**src/sv/svm_pkg.sv**
```systemverilog
// ----------------------------------------------------------------------------
// svm_pkg
// Shared types and constants of the small vm execute unit: instruction kinds,
// status codes, register numbers, the decoded micro-op and the result record.
// ----------------------------------------------------------------------------
package svm_pkg;

    // instruction kinds, no-op serves every undefined code
    typedef enum logic [4:0] {
        K_EXIT, K_MOVI, K_ADD, K_MOV, K_SUB, K_MUL, K_DIV, K_INC, K_DEC,
        K_JMP, K_CMPEQ, K_CMPLT, K_JT, K_JNT, K_PUSH, K_POP, K_LOAD,
        K_STORE, K_LOADI, K_STOREI, K_LOADSC, K_STORESC, K_PENDOWN,
        K_PENUP, K_NOP
    } t_kind;

    // result status codes
    typedef enum logic [2:0] {
        S_OK, S_WR_SC, S_WR_R0, S_TC_RANGE, S_OVF_HIGH, S_OVF_LOW,
        S_DIV_ZERO, S_STACK_RANGE
    } t_status;

    // register numbering
    localparam logic [3:0] REG_R0 = 4'd0;
    localparam logic [3:0] REG_PC = 4'd8;
    localparam logic [3:0] REG_SC = 4'd9;
    localparam logic [3:0] REG_TC = 4'd11;
    localparam int         NUM_REGS = 12;

    // depth of the queue between front and back
    localparam int         FIFO_DEPTH = 2;

    // back end sequencer states
    typedef enum logic [3:0] {
        BK_CLEAR, BK_IDLE, BK_RD_BC, BK_RD_A, BK_CAP_A, BK_EXEC, BK_MEM,
        BK_DIV, BK_WB
    } t_state;

    // decoded instruction handed from front to back
    typedef struct packed {
        t_kind       kind;
        logic [3:0]  reg_a;
        logic [3:0]  reg_b;
        logic [3:0]  reg_c;
        logic [31:0] imm;
        logic        stk_rd;
        logic        stk_wr;
    } t_uop;

    // one result record
    typedef struct packed {
        t_status     status;
        logic        fatal;
        logic        exit_req;
        logic        test_flag;
        logic        pen_down;
        logic        jump_taken;
        logic [31:0] jump_target;
        logic        dest_written;
        logic [31:0] dest_value;
    } t_result;

endpackage

```
**src/sv/svm_front.sv**
```systemverilog
// ----------------------------------------------------------------------------
// svm_front
// Input stage: takes instruction transfers, classifies the kind and hands
// the decoded instruction to the queue.
// ----------------------------------------------------------------------------
module svm_front (
    input  logic          i_clk,
    input  logic          i_rst_n,
    input  logic          i_push,
    output logic          o_full,
    input  logic [4:0]    i_kind,
    input  logic [3:0]    i_reg_a,
    input  logic [3:0]    i_reg_b,
    input  logic [3:0]    i_reg_c,
    input  logic [31:0]   i_imm,
    input  logic          i_hold,
    input  logic          i_q_full,
    output logic          o_q_push,
    output svm_pkg::t_uop o_uop
);
    import svm_pkg::*;

    logic r_vld;
    t_uop r_uop;
    t_uop dec;
    logic accept;

    // classify the instruction
    always_comb begin
        dec       = '0;
        dec.kind  = (i_kind > 5'(K_PENUP)) ? K_NOP : t_kind'(i_kind);
        dec.reg_a = i_reg_a;
        dec.reg_b = i_reg_b;
        dec.reg_c = i_reg_c;
        dec.imm   = i_imm;
        dec.stk_rd = dec.kind inside {K_POP, K_LOAD, K_LOADI, K_LOADSC};
        dec.stk_wr = dec.kind inside {K_PUSH, K_STORE, K_STOREI, K_STORESC};
    end

    assign o_full   = i_hold || (r_vld && i_q_full);
    assign accept   = i_push && !o_full;
    assign o_q_push = r_vld && !i_q_full;
    assign o_uop    = r_uop;

    // holding register
    always_ff @(posedge i_clk) begin
        if (!i_rst_n) begin
            r_vld <= 1'b0;
        end else begin
            r_vld <= accept || (r_vld && i_q_full);
        end
    end

    always_ff @(posedge i_clk) begin
        if (accept) r_uop <= dec;
    end

endmodule

```
**config.mk**
```make
export PLATFORM = sky130hd
export DESIGN_NAME = svm_front
export DESIGN_NICKNAME = d
export VERILOG_FILES = /design/src/sv/svm_pkg.sv /design/src/sv/svm_front.sv
export SDC_FILE = /design/constraint.sdc
export NUM_CORES = 1
export LEC_CHECK = 0
export BUFFER_PORTS_ARGS = -buffer_cell sky130_fd_sc_hd__buf_2
export CELL_PAD_IN_SITES_DETAIL_PLACEMENT = 1
export CELL_PAD_IN_SITES_GLOBAL_PLACEMENT = 2
export CORE_MARGIN = 5
export CORE_UTILIZATION = 29
export CTS_BUF_LIST = sky130_fd_sc_hd__clkbuf_8 sky130_fd_sc_hd__clkbuf_16
export CTS_CLUSTER_DIAMETER = 40
export CTS_CLUSTER_SIZE = 16
export DETAILED_ROUTE_END_ITERATION = 8
export PLACE_DENSITY = 0.86
export SYNTH_ARGS = -nofsm -noshare
export SYNTH_HDL_FRONTEND = slang
export SYNTH_SLANG_ARGS = --single-unit
```
**constraint.sdc**
```tcl
create_clock -name i_clk -period 9.4 [get_ports i_clk]
set_input_delay 1.88 -clock i_clk [delete_from_list [all_inputs] [get_ports i_clk]]
set_output_delay 1.88 -clock i_clk [all_outputs]
set_load 0.005 [all_outputs]
```
==> impl_metrics.json <==
{
  "routed_wirelength_um": 3820,
  "cts_setup_buffers": 0,
  "power.density_nw_per_um2": 178,
  "globalplace.congestion": 0.727,
  "diodes": 0,
  "vias": 1053,
  "area_growth_pct": 43.7,
  "period_share_pct": 44.3,
  "syn_area_per_cell_um2": 24.0,
  "worstPathArrival_ns": 2.28,
  "relSlewSlack_pct": 58.7,
  "max_freq_mhz": 240,
  "worstSetupStartpointType": "input port",
  "cts_resized": 0,
  "worst_pin_slew_ns": 0.620,
  "p_leak_nw": 1.00,
  "final_max_slew_viol_count": 0,
  "final_nets": 235,
  "crit_path_max_fanout": 3,
  "hpwl_um": 3090,
  "syn-num-nets": 123,
  "portBuffers": 106,
  "drc": 0,
  "reg2reg_from": "r_vld",
  "critPathRequiredTime_ns": 7.52,
  "yosysSeqAreaShare_pct": 93.7,
  "core-area_um2": 5540,
  "netlist_top_cells_area": "edfxtp_1 (92%), dfxtp_1 (1.2%), mux2i_1 (1.2%)",
  "fin_skew_ns": 0.00218,
  "die_area_um2": 7320,
  "timing.hold.ws_ns": 0.568,
  "drive_gt1_share_pct": 63.7,
  "ir_drop_mv": 0.0580,
  "cts_root_buffer": "clkbuf_8",
  "final_common_cell": "buf_2",
  "synth_area_leader_cell": "edfxtp_1",
  "clockBufferDepth": 2,
  "clk_pin_slew_worst_paths_ns": 0.08,
  "hp-start": "r_vld",
  "synth-seq-cells": 52,
  "h-tree-depth": 2,
  "grt_setup_unrepaired": "no",
  "layout_common_cells": "buf_2 (106), edfxtp_1 (51), clkbuf_8 (6), nand2_1 (3), and2_1 (3)",
  "die_w_um": 85.6,
  "grt_pass1_vias": 1228,
  "drtIter0Drc": 19,
  "dieHeight_um": 85.6,
  "setup_viol": 0,
  "hold_buffers": 0,
  "clock_sinks": 52,
  "start_util_pct": 29.9,
  "grt_use_total_pct": 10.3,
  "antenna_found_initial": 0,
  "syn_inst": 69,
  "hold_viol_final": 0,
  "hp-class": "reg -> reg",
  "min_period_ns": 4.16,
  "grt_pass1_wl_um": 5870,
  "ys_types": 12,
  "netlist.area_leader.share_pct": 92.4,
  "synth_area_um2": 1660,
  "critPathCaptureType": "output pin",
  "std_cell_rows": 27,
  "clock_latency_ns": 0.29,
  "io_pins": 107,
  "ys_warn_count": 0,
  "cts_tree": "done",
  "grt_max_degree": 52,
  "ant_nets": 0,
  "path_class": "in -> out",
  "viasPerCell": 4.15,
  "status": "finished clean",
  "gr-total-overflow": 0,
  "avgRoutedWirePerCell_um": 15.0,
  "finalSetupTns_ns": 0,
  "crit_start": "i_q_full",
  "dr.pass1.iters": 4,
  "maxCapViolCount": 0,
  "cts_buffers": 5
}
-- synth_stat cells (all sizes together) --
| library cell | count |
|---|---|
| clkbuf | 2 |
| nand4b | 1 |
| and2 | 3 |
| nor2b | 1 |
| dfxtp | 1 |
| edfxtp | 51 |
| nand2b | 2 |
| a21oi | 1 |
| a21boi | 1 |
| nand2 | 3 |
| nand3b | 1 |
| mux2i | 2 |
-- metrics by stage --
step           power [mW]  utilization (%)  worst slack, ns  cell area [µm²]  instances
2_1_floorplan       0.282                -             4.40             1660         69
3_3_place_gp        0.304             41.3             5.26             2290        246
3_5_place_dp        0.306             41.3             5.24             2290        246
4_1_cts             0.432             43.0             5.24             2380        254
5_1_grt             0.445             43.0             5.21             2380        254
6_report            0.423             43.0             5.24             2380        254
-- logic make-up (layout without fill, tap and decap cells) --
logic type             Yosys count  count (layout)  synth area share (%)
DFF                             52              52                  93.7
and+or+nand+nor                 11              11                  3.93
AOI/OAI and AO/OA                2               2                 0.755
muxes                            2               2                  1.21
buffers and inverters            2             115                 0.453
-- cell type report --
cell class / count / area [µm²]
multi-input combinational: 15 / 109
timing repair buffer: 107 / 538
clock buffer: 6 / 82.6
sequential: 52 / 1550
fill: 606 / 3160
clock inverter: 2 / 10.0
tap: 72 / 90.1
-- per-layer routing --
metal | vias to the layer above | wire length, µm | track usage [%]
met5 | - | 0 | 0
li1 | 488 | - | -
met4 | 0 | 10 | 1.73
met2 | 68 | 2000 | 19.8
met1 | 495 | 1340 | 10.0
met3 | 2 | 460 | 4.71
-- state kept, by name, summed over array words and instances (netlist names) --
name,flops
o_uop,51
r_vld,1
-- worst paths after layout --
path                             endpoint  slack [ns]  cells past startpoint
worst max-delay path               o_full        5.24                      4
worst min-delay path                r_vld        0.57                      2
worst max register to register  o_uop[29]        8.03                      2
worst min register to register      r_vld        0.57                      2
-- where the power goes --
group          internal [mW]  switching (mW)
registers              0.266         0.00222
clock network         0.0588          0.0656
logic                 0.0155          0.0149
total                  0.341          0.0827
-- worst max-delay path, cell delays in order --
cell and delay [ns]:
buf_2 0.13, nand2_1 0.09, nand2b_1 0.06, buf_2 0.13
Power figures use the tool's default switching activity.
