--- config.mk ---
export PLATFORM = sky130hd
export DESIGN_NAME = svm_fifo
export DESIGN_NICKNAME = d
export VERILOG_FILES = /design/src/sv/svm_pkg.sv /design/src/sv/svm_fifo.sv
export SDC_FILE = /design/constraint.sdc
export NUM_CORES = 1
export LEC_CHECK = 0
export ABC_AREA = 0
export BUFFER_PORTS_ARGS = -buffer_cell sky130_fd_sc_hd__buf_4
export CORE_MARGIN = 8
export CORE_UTILIZATION = 40
export DETAILED_ROUTE_END_ITERATION = 10
export HOLD_SLACK_MARGIN = 0.08
export PLACE_DENSITY = 0.73
export SYNTH_ARGS = -nofsm -noshare
export SYNTH_HDL_FRONTEND = slang
export SYNTH_SLANG_ARGS = --single-unit
--- constraint.sdc ---
create_clock -name i_clk -period 3.85 [get_ports i_clk]
set_clock_uncertainty 0.05 [all_clocks]
set_input_delay 0.77 -clock i_clk [delete_from_list [all_inputs] [get_ports i_clk]]
set_output_delay 0.77 -clock i_clk [all_outputs]
set_load 0.01 [all_outputs]
--- src/sv/svm_pkg.sv ---
// ----------------------------------------------------------------------------
// svm_pkg
// Shared types and constants of the small vm execute unit: instruction kinds,
// status codes, register numbers, the decoded micro-op and the result record.
// ----------------------------------------------------------------------------
package svm_pkg;

    // instruction kinds, no-op serves every undefined code
    typedef enum logic [4:0] {
        K_EXIT, K_MOVI, K_ADD, K_MOV, K_SUB, K_MUL, K_DIV, K_INC, K_DEC,
        K_JMP, K_CMPEQ, K_CMPLT, K_JT, K_JNT, K_PUSH, K_POP, K_LOAD,
        K_STORE, K_LOADI, K_STOREI, K_LOADSC, K_STORESC, K_PENDOWN,
        K_PENUP, K_NOP
    } t_kind;

    // result status codes
    typedef enum logic [2:0] {
        S_OK, S_WR_SC, S_WR_R0, S_TC_RANGE, S_OVF_HIGH, S_OVF_LOW,
        S_DIV_ZERO, S_STACK_RANGE
    } t_status;

    // register numbering
    localparam logic [3:0] REG_R0 = 4'd0;
    localparam logic [3:0] REG_PC = 4'd8;
    localparam logic [3:0] REG_SC = 4'd9;
    localparam logic [3:0] REG_TC = 4'd11;
    localparam int         NUM_REGS = 12;

    // depth of the queue between front and back
    localparam int         FIFO_DEPTH = 2;

    // back end sequencer states
    typedef enum logic [3:0] {
        BK_CLEAR, BK_IDLE, BK_RD_BC, BK_RD_A, BK_CAP_A, BK_EXEC, BK_MEM,
        BK_DIV, BK_WB
    } t_state;

    // decoded instruction handed from front to back
    typedef struct packed {
        t_kind       kind;
        logic [3:0]  reg_a;
        logic [3:0]  reg_b;
        logic [3:0]  reg_c;
        logic [31:0] imm;
        logic        stk_rd;
        logic        stk_wr;
    } t_uop;

    // one result record
    typedef struct packed {
        t_status     status;
        logic        fatal;
        logic        exit_req;
        logic        test_flag;
        logic        pen_down;
        logic        jump_taken;
        logic [31:0] jump_target;
        logic        dest_written;
        logic [31:0] dest_value;
    } t_result;

endpackage

--- src/sv/svm_fifo.sv ---
// ----------------------------------------------------------------------------
// svm_fifo
// Short flop queue of decoded instructions between front and back.
// ----------------------------------------------------------------------------
module svm_fifo (
    input  logic          i_clk,
    input  logic          i_rst_n,
    input  logic          i_push,
    input  svm_pkg::t_uop i_data,
    output logic          o_full,
    input  logic          i_pop,
    output svm_pkg::t_uop o_data,
    output logic          o_valid
);
    import svm_pkg::*;

    localparam int PW = $clog2(FIFO_DEPTH);

    t_uop                r_mem [FIFO_DEPTH];
    logic [PW-1:0]       r_wp;
    logic [PW-1:0]       r_rp;
    logic [PW:0]         r_cnt;
    logic                do_push;
    logic                do_pop;

    assign o_full  = (r_cnt == (PW+1)'(FIFO_DEPTH));
    assign o_valid = (r_cnt != '0);
    assign o_data  = r_mem[r_rp];
    assign do_push = i_push && !o_full;
    assign do_pop  = i_pop && o_valid;

    // pointers and fill count
    always_ff @(posedge i_clk) begin
        if (!i_rst_n) begin
            r_wp  <= '0;
            r_rp  <= '0;
            r_cnt <= '0;
        end else begin
            if (do_push) r_wp <= r_wp + 1'b1;
            if (do_pop)  r_rp <= r_rp + 1'b1;
            case ({do_push, do_pop})
                2'b10:   r_cnt <= r_cnt + 1'b1;
                2'b01:   r_cnt <= r_cnt - 1'b1;
                default: r_cnt <= r_cnt;
            endcase
        end
    end

    // storage
    always_ff @(posedge i_clk) begin
        if (do_push) r_mem[r_wp] <= i_data;
    end

endmodule

==> impl_metrics.toml, run 1 <==
[logic_synthesis]
yosysUniqueCellTypes = 19
synth_area_per_cell_um2 = 21.11
post-synth-top-area-cell = "edfxtp_1"
seq_area_frac_synth_pct = 81.00
synthCells = 185
netlist.area_leader.share_pct = 78.44
syn_nets = 241
netlist_area_mm2 = 0.003905
ys_ff_latch = 107
synth_top_cells_by_area = "edfxtp_1 (78%), mux2_2 (15%), dfxtp_1 (2.6%)"
synth_warnings = 0

[drt]
highest_layer = "met4"
wl_per_cell_um = 16.61
dr_wl_met2_mm = 3.688
detail-route-antenna-nets = 0
drc_errors = 0
vias_per_cell = 4.548
met3_length_um = 581
drtIter0Drc = 43
wl_met1_mm = 2.914
num_vias = 2001
wirelength_mm = 7.307
first_pass_iters = 4

[floorplanning]
die_area_mm2 = 0.01318
initial_core_util_pct = 40.51
die_h_um = 114.8
row_count = 36
die_w_um = 114.8
ios = 108
core_mm2 = 0.009639

[power_and_ir_drop]
powerDensity_mw_per_mm2 = 618.1
p_sw_share_pct = 27.15
power_frac_comb_pct = 30.3
leakage_nw = 1.881
ir_drop_uv = 349.5
power_switching_mw = 0.8541
p_int_mw = 2.291
clockPowerShare_pct = 20.4
seqPwrFrac_pct = 49.3
fin_total_pwr_mw = 3.145

[clocking]
cts_tree = "yes"
worst_skew_pair.late_latency_ns = 0.36
clk_pin_slew_ns = 0.09
cts_hold_buf = 0
post_cts_buffers = 0
cts_buffers = 9
h-tree-depth = 3
cts_resized = 0
cts.path.max_buffers = 2
clock_sinks = 107
cts-root-buf = "clkbuf_8"

[critical_path]
cp-start-kind = "register"
critPathKind = "register to output pin"
ff2ff_path_depth = 5
cp.required_ns = 3.03
end_kind = "output pin"
worstPathArrival_ns = 1.90
regToRegEndpoint = "r_mem[0][41]"
r2r_slack_ns = 1.67
r2r-start = "r_cnt[0]"
path_max_fanout = 29

[sta]
finalHoldViolCount = 0
grt_setup_unrepaired = "false"
setup_viol = 0
fin_crit_ns = 2.715
slew_headroom_pct = 59.86
fmax_mhz = 368.3
period_share_pct = 70.53
tightestPinTransition_ns = 0.6022
final.setup.tns_ns = 0
finalMaxSlewViolations = 0

[global_route]
grt_overflow_total = 0
antenna_found_initial = 0
grt_pass1_wl_mm = 11.53
grt_max_degree = 30
track_usage_pct = 11.61
grt_pass1_vias = 2318

[finish]
fill_cells = 830
num_antenna_cells = 0
nNetsFinal = 358
multi_input_area_um2 = 703.2
ff_latch_area_mm2 = 0.003164
drive_gt1_share_pct = 59.61
areaGrowthSynthToFinish_pct = 30.31

[worst_hold_path]
hold_path_end = "r_wp"
hold_path.class = "register to register"
min_path_cells = 2
worstHoldStart = "r_wp"

[place]
io_buffers = 107
dp_hpwl_mm = 5.056
place.gp.congestion = 0.6877

[status]
status = "completed"

[run]
cap_violations = 0
-- critical path, cell delays in order (launching register included) --
cell and delay (ns):
dfxtp_2 0.72, buf_12 0.28, mux2_2 0.38, buf_4 0.15
-- final cells by class --
cell class | count | share of cell area [%]
flip-flops and latches | 107 | 62.18
clock inverters | 3 | 0.3934
well taps | 133 | 3.270
inverters | 3 | 0.2213
clock buffers | 13 | 3.344
repair buffers | 112 | 16.77
multi-input cells | 69 | 13.82
-- how the worst max path moves through the flow --
stage               depth (start not counted)      endpoint  startpoint  slack, ns
finish                                      3    o_data[31]    register       1.13
floorplan                                   3   r_mem[0][0]      i_push       1.23
global route                                3    o_data[31]    register       1.01
detailed placement                          5  r_mem[0][16]      i_push       1.32
global placement                            5  r_mem[0][46]      i_push       1.32
CTS                                         3    o_data[31]    register       1.07
-- layout by cell type, fill, tap and decap left out, drive strengths merged --
cell type,instances
edfxtp,102
and2,1
nand2,1
clkinvlp,2
or3,2
mux2,51
nor2b,2
o21ai,2
or2,1
and3,1
ha,1
o21a,1
buf,112
xnor2,3
clkbuf,13
dfxtp,5
a21boi,2
nand2b,1
inv,3
clkinv,1
-- Yosys cell counts --
library cell	n
and3_1	1
inv_1	2
a21boi_1	2
or2_2	1
nor2b_1	2
buf_2	5
clkbuf_1	1
inv_2	1
and2_1	1
or3_1	2
mux2_2	51
edfxtp_1	102
nand2b_2	1
o21a_1	1
o21ai_0	2
dfxtp_1	5
ha_1	1
nand2_1	1
xnor2_1	3
-- metal layers --
layer	global-route usage [%]	vias up
li1	-	954
met1	12.58	970
met2	19.52	66
met3	4.674	11
met4	5.517	0
met5	0	-
-- sequential cells by signal (all words and copies together) (netlist names), named ones only --
| register | flops |
|---|---|
| r_cnt | 2 |
| r_mem | 102 |
| r_rp | 1 |
| r_wp | 1 |
-- cell families (layout without fill, tap and decap cells) --
kind of cell    Yosys count  count (layout)  synth area share (%)
mux                      51              51                 14.71
xor+xnor                  3               3                0.6730
compound gates            5               5                0.8330
flops                   107             107                 81.00
simple gates              9               9                 1.442
buf+inv                   9             131                 1.025
fa+ha+maj                 1               1                0.3204
-- metrics by stage --
stage | instances | setup WS (ns) | cell area [um2] | hold slack (ns) | util (%)
6_report | 440 | 1.135 | 5089 | 0.4493 | 52.79
5_1_grt | 440 | 1.014 | 5089 | 0.4765 | 52.79
4_1_cts | 440 | 1.069 | 5089 | 0.4548 | 52.79
3_5_place_dp | 424 | 1.318 | 4898 | 0.4358 | 50.82
3_3_place_gp | 424 | 1.323 | 4898 | 0.4312 | 50.82
2_1_floorplan | 185 | 1.230 | 3905 | 0.4070 | -
-- power by group through the flow --
stage,Sequential [mW],Clock (mW),Combinational (mW)
6_report,1.55,0.640,0.953
5_1_grt,1.57,0.713,1.03
4_1_cts,1.56,0.666,0.979
3_5_place_dp,1.58,0,0.974
3_3_place_gp,1.57,0,0.967
2_1_floorplan,1.53,0,0.551
(Power assumes the default switching activity.)
==> inputs of run 2 (changes only) <==
--- a/config.mk
+++ b/config.mk
@@ -5,13 +5,13 @@
 export SDC_FILE = /design/constraint.sdc
 export NUM_CORES = 1
 export LEC_CHECK = 0
-export ABC_AREA = 0
+export ABC_AREA = 1
 export BUFFER_PORTS_ARGS = -buffer_cell sky130_fd_sc_hd__buf_4
 export CORE_MARGIN = 8
 export CORE_UTILIZATION = 40
 export DETAILED_ROUTE_END_ITERATION = 10
 export HOLD_SLACK_MARGIN = 0.08
-export PLACE_DENSITY = 0.73
+export PLACE_DENSITY = 0.75
 export SYNTH_ARGS = -nofsm -noshare
 export SYNTH_HDL_FRONTEND = slang
 export SYNTH_SLANG_ARGS = --single-unit
==> constraint.sdc (replaced) <==
create_clock -name i_clk -period 2.2 [get_ports i_clk]
set_clock_uncertainty 0.05 [all_clocks]
set_input_delay 0.44 -clock i_clk [delete_from_list [all_inputs] [get_ports i_clk]]
set_output_delay 0.44 -clock i_clk [all_outputs]
set_load 0.01 [all_outputs]
==> run 2 against run 1 <==
  * Wire length is 1.6% higher
  * Cell count up 3.0%
  * Sequential share of layout area down 2.5 points
  * Synthesized cell count up 6.5%
  * Count of clock-buffer cells in the layout decreased by 4
  * First-iteration DRC count rose by 67%
  * Sequential power is 65% higher
  * Via count grew 1.8%
  * Sequential cell count did not move
  * Total power rose by 59%
  * Die area rose by 6.1%
==> impl_metrics.toml, run 2 <==
[critical_path]
cp-start-kind = "register"
critPathKind = "register to output pin"
cpMaxStageDelayCell = "dfxtp_4"
end_kind = "output pin"
cp.required_ns = 1.71
path_cells = "buf_12, mux2_2, buf_4"
slowest_delay_ns = 0.38
path_max_fanout = 26
worstPathArrival_ns = 1.47

[finish]
largest-register = "r_mem"
areaGrowthSynthToFinish_pct = 26.99
fill_cells = 830
layout_commonest_cell = "buf_4"
largest_reg_flops = 102
num_antenna_cells = 0
nNetsFinal = 370
drive_gt1_share_pct = 57.10
top_regs = "r_mem x102, r_cnt x2"
fin_area_mm2 = 0.005310
ff_latch_area_mm2 = 0.003167
multi_input_area_um2 = 888.4
mostFrequentLayoutCells = "buf_4 (109), edfxtp_1 (102), mux2_4 (50)"

[global_route]
track_usage_pct = 10.64
antenna_found_initial = 0
grt_overflow_total = 0
grt_pass1_vias = 2274
grt_pass1_wl_mm = 11.64
grt_max_degree = 52

[logic_synthesis]
netlist_area_mm2 = 0.004182
synth_edf_count = 102
seq_area_frac_synth_pct = 75.64
synth_top_flop_cell = "edfxtp_1"
synthCells = 197
ys_ff_latch = 107
synth-async-reset-ratio_pct = 0
synth_area_per_cell_um2 = 21.23
yosysMostFrequentCell = "edfxtp_1"
synth_warnings = 0
ys_top_cells_by_count = "edfxtp_1 (102), mux2_4 (50), nor2_1 (11), nand2_1 (8), inv_1 (7)"
synth_top_cells_by_area = "edfxtp_1 (73%), mux2_4 (18%), buf_12 (2.4%)"
syn_nets = 253
netlist.area_leader.share_pct = 73.25
post-synth-top-area-cell = "edfxtp_1"
yosysUniqueCellTypes = 16

[drt]
drtIter0Drc = 72
vias_per_cell = 4.499
detail-route-antenna-nets = 0
wirelength_mm = 7.423
first_pass_iters = 4
num_vias = 2038
drc_errors = 0
wl_per_cell_um = 16.39

[power_and_ir_drop]
p_int_mw = 3.729
fin_total_pwr_mw = 4.991
p_sw_share_pct = 25.27
power_switching_mw = 1.261
seqPwrFrac_pct = 51.3
power_frac_comb_pct = 26.2
leakage_nw = 2.094
ir_drop_uv = 504.2
clockPowerShare_pct = 22.5
powerDensity_mw_per_mm2 = 939.8

[clocking]
worst_skew_pair.late_latency_ns = 0.35
clock_sinks = 107
clk_pin_slew_ns = 0.10
cts.path.max_buffers = 2
h-tree-depth = 3
cts_hold_buf = 0
post_cts_buffers = 0
cts_buffers = 9
cts_resized = 0
cts_tree = "yes"
cts-root-buf = "clkbuf_8"

[sta]
setup_viol = 0
finalHoldViolCount = 0
slew_headroom_pct = 73.48
fmax_mhz = 511.4
final.setup.tns_ns = 0
fin_crit_ns = 1.956
finalMaxSlewViolations = 0
grt_setup_unrepaired = "false"
period_share_pct = 88.89
tightestPinTransition_ns = 0.3978

[place]
dp_hpwl_mm = 5.118
place_area_mm2 = 0.005130
place.gp.congestion = 0.6529
io_buffers = 107

[status]
status = "completed"

[floorplanning]
die_w_um = 118.2
row_count = 37
die_area_mm2 = 0.01398
initial_core_util_pct = 40.87
ios = 108
die_h_um = 118.2
core_mm2 = 0.01023

[run]
cap_violations = 0

[worst_hold_path]
hold_path.class = "primary input to register"
## run 2: changes by cell type after synthesis, moves of 2 or more
cell      change
a21boi_1      -2
buf_12        +5
buf_2         -5
inv_1         +5
mux2_2       -50
mux2_4       +50
nand2_1       +7
nor2_1       +11
nor2b_1       -2
or3_1         -2
xnor2_1       -3
## run 2: through the flow
stage                     setup slack [ns]  cells  utilization (%)  hold slack (ns)
after detailed placement            0.4904    439            50.14           0.4316
final                               0.2445    453            51.90           0.2139
after floorplan                    0.04328    197                -           0.4014
after global routing                0.1783    453            51.90           0.1812
after global placement              0.5542    439            50.14           0.4218
after CTS                           0.2112    453            51.90           0.1941
## run 2: power by group through the flow
stage / clock, mW / combinational [mW] / sequential, mW
5_1_grt: 1.25 / 1.41 / 2.58
4_1_cts: 1.17 / 1.34 / 2.56
2_1_floorplan: 0 / 0.848 / 2.59
6_report: 1.12 / 1.31 / 2.56
3_3_place_gp: 0 / 1.32 / 2.59
3_5_place_dp: 0 / 1.34 / 2.61
## run 2: worst paths after layout
| path | startpoint | endpoint | slack (ns) | depth (start not counted) |
|---|---|---|---|---|
| setup / recovery | register | o_data[31] | 0.24 | 3 |
| hold / removal | i_data[6] | r_mem[1][6] | 0.21 | 1 |
| setup reg to reg | r_cnt[0] | r_mem[1][47] | 0.57 | 5 |
| hold reg to reg | r_rp | r_rp | 0.46 | 2 |
## run 2: layout make-up
| type | count | area share [%] |
|---|---|---|
| tap | 136 | 3.205 |
| clock inverter | 5 | 1.060 |
| sequential | 107 | 59.64 |
| multi-input combinational | 77 | 16.73 |
| inverter | 7 | 0.4948 |
| clock buffer | 9 | 2.333 |
| timing repair buffer | 112 | 16.54 |
## run 2: kinds of logic after synthesis
| group | Yosys count | share of synthesized area, % |
|---|---|---|
| flip-flops | 107 | 75.64 |
| multiplexers | 51 | 18.22 |
| AND/OR/NAND/NOR | 22 | 2.125 |
| buffers and inverters | 13 | 3.292 |
| AO/OA/AOI/OAI | 3 | 0.4187 |
| adder cells (fa/ha/maj) | 1 | 0.2992 |
## run 2: routing by layer
metal	vias up	share of wire, %	wire length, um	track usage [%]
li1	975	-	-	-
met1	991	39	2914	11.41
met2	63	53	3950	18.61
met3	9	6.5	479	4.236
met4	0	1.1	80	3.843
met5	-	0	0	0
## run 2: worst max-delay path: cells and delay by family (launching register included)
family   cells  cell delay, ns
flops        1            0.38
buf+inv      2            0.36
mux          1            0.36
==> inputs of run 3 (changes only) <==
--- a/config.mk
+++ b/config.mk
@@ -11,7 +11,7 @@
 export CORE_UTILIZATION = 40
 export DETAILED_ROUTE_END_ITERATION = 10
 export HOLD_SLACK_MARGIN = 0.08
-export PLACE_DENSITY = 0.75
+export PLACE_DENSITY = 0.64
 export SYNTH_ARGS = -nofsm -noshare
 export SYNTH_HDL_FRONTEND = slang
 export SYNTH_SLANG_ARGS = --single-unit
==> run 3 against run 2 <==
  * Critical path depth unchanged
  * Count of clock-buffer cells in the layout up 1
  * Highest routed layer is now met5
  * Wire length up 0.79%
  * Critical path type unchanged
  * Global-route usage about the same
  * Die area unchanged
  * Critical endpoint is now o_data[11]
  * Combinational power about the same
  * First-iteration DRC count up 19%
==> impl_metrics.toml, run 3 (synthesis gave the netlist of run 2 again) <==
[place]
dp_hpwl_mm = 5.317
place.gp.congestion = 0.6878
io_buffers = 107

[finish]
top_regs = "r_mem x102, r_cnt x2"
fin_util_pct = 52.66
drive_gt1_share_pct = 57.45
layout_commonest_cell = "buf_4"
largest-register = "r_mem"
fill_cells = 831
mostFrequentLayoutCells = "buf_4 (111), edfxtp_1 (102), mux2_4 (50)"
largest_reg_flops = 102
nNetsFinal = 373
areaGrowthSynthToFinish_pct = 28.85
num_antenna_cells = 0

[floorplanning]
initial_core_util_pct = 40.87
die_area_mm2 = 0.01398
core_mm2 = 0.01023
die_w_um = 118.2
ios = 108
die_h_um = 118.2
row_count = 37

[clocking]
worst_skew_pair.late_latency_ns = 0.35
cts_resized = 0
cts.path.max_buffers = 2
cts-root-buf = "clkbuf_8"
cts_buffers = 9
post_cts_buffers = 0
clk_pin_slew_ns = 0.10
cts_tree = "yes"
clock_sinks = 107
cts_hold_buf = 0
h-tree-depth = 3

[drt]
wirelength_mm = 7.482
wl_per_cell_um = 16.34
vias_per_cell = 4.498
first_pass_iters = 4
drc_errors = 0
detail-route-antenna-nets = 0
num_vias = 2060
drtIter0Drc = 86

[status]
status = "completed"

[critical_path]
path_max_fanout = 17
critPathKind = "register to output pin"
worstPathArrival_ns = 1.62
cp.required_ns = 1.71
end_kind = "output pin"
cp-start-kind = "register"

[worst_hold_path]
hold_path.class = "primary input to register"

[run]
cap_violations = 0

[global_route]
track_usage_pct = 10.69
grt_pass1_wl_mm = 11.63
grt_pass1_vias = 2267
grt_overflow_total = 0
antenna_found_initial = 1
grt_max_degree = 23

[sta]
fin_crit_ns = 2.112
finalHoldViolCount = 0
finalMaxSlewViolations = 0
tightestPinTransition_ns = 0.3483
period_share_pct = 96.02
setup_viol = 0
slew_headroom_pct = 76.74
final.setup.tns_ns = 0
grt_setup_unrepaired = "false"
fmax_mhz = 473.4

[power_and_ir_drop]
powerDensity_mw_per_mm2 = 962.4
leakage_nw = 2.132
ir_drop_uv = 519.3
-- run 3: where the power goes --
group	switching [mW]	internal (mW)	total [mW]
clock network	0.653	0.654	1.31
registers	0.0970	2.49	2.58
logic	0.552	0.742	1.29
-- run 3: worst paths after layout --
kind / start / end / slack, ns / depth (start not counted)
max reg2reg: r_cnt[0] / r_mem[1][5] / 0.57 / 5
min: i_data[39] / r_mem[1][39] / 0.21 / 1
min reg2reg: r_rp / r_rp / 0.46 / 2
max: register / o_data[11] / 0.09 / 3
-- run 3: layout make-up --
class | instances | area [um2] | share of cell area (%)
Multi-Input combinational cell | 77 | 888.4 | 16.49
Inverter | 7 | 26.28 | 0.4877
Tap cell | 136 | 170.2 | 3.158
Sequential cell | 107 | 3167 | 58.78
Clock inverter | 6 | 95.09 | 1.765
Timing Repair Buffer | 115 | 913.4 | 16.95
Clock buffer | 10 | 127.6 | 2.369
-- run 3: worst max-delay path: stages (launching register included) --
cell	delay [ns]
dfxtp_4	0.55
buf_12	0.24
mux2_4	0.33
buf_4	0.15
-- run 3: metrics by stage --
stage                     worst slack [ns]  instance area, um2  hold slack [ns]  std cells  total power, mW
after global routing              0.008218                5388           0.1745        458            5.428
final                              0.08760                5388           0.2069        458            5.185
after global placement              0.4645                5165           0.4252        442            3.933
after floorplan                    0.04328                4189           0.4014        197            3.433
after detailed placement            0.4637                5165           0.4315        442            3.954
after CTS                          0.04443                5388           0.1758        458            5.265
-- run 3: per-layer routing --
metal | share of wire, % | track usage (%)
met1 | 41 | 11.55
met2 | 49 | 17.94
met3 | 8.3 | 4.998
met4 | 1.4 | 4.083
met5 | 0.17 | 0
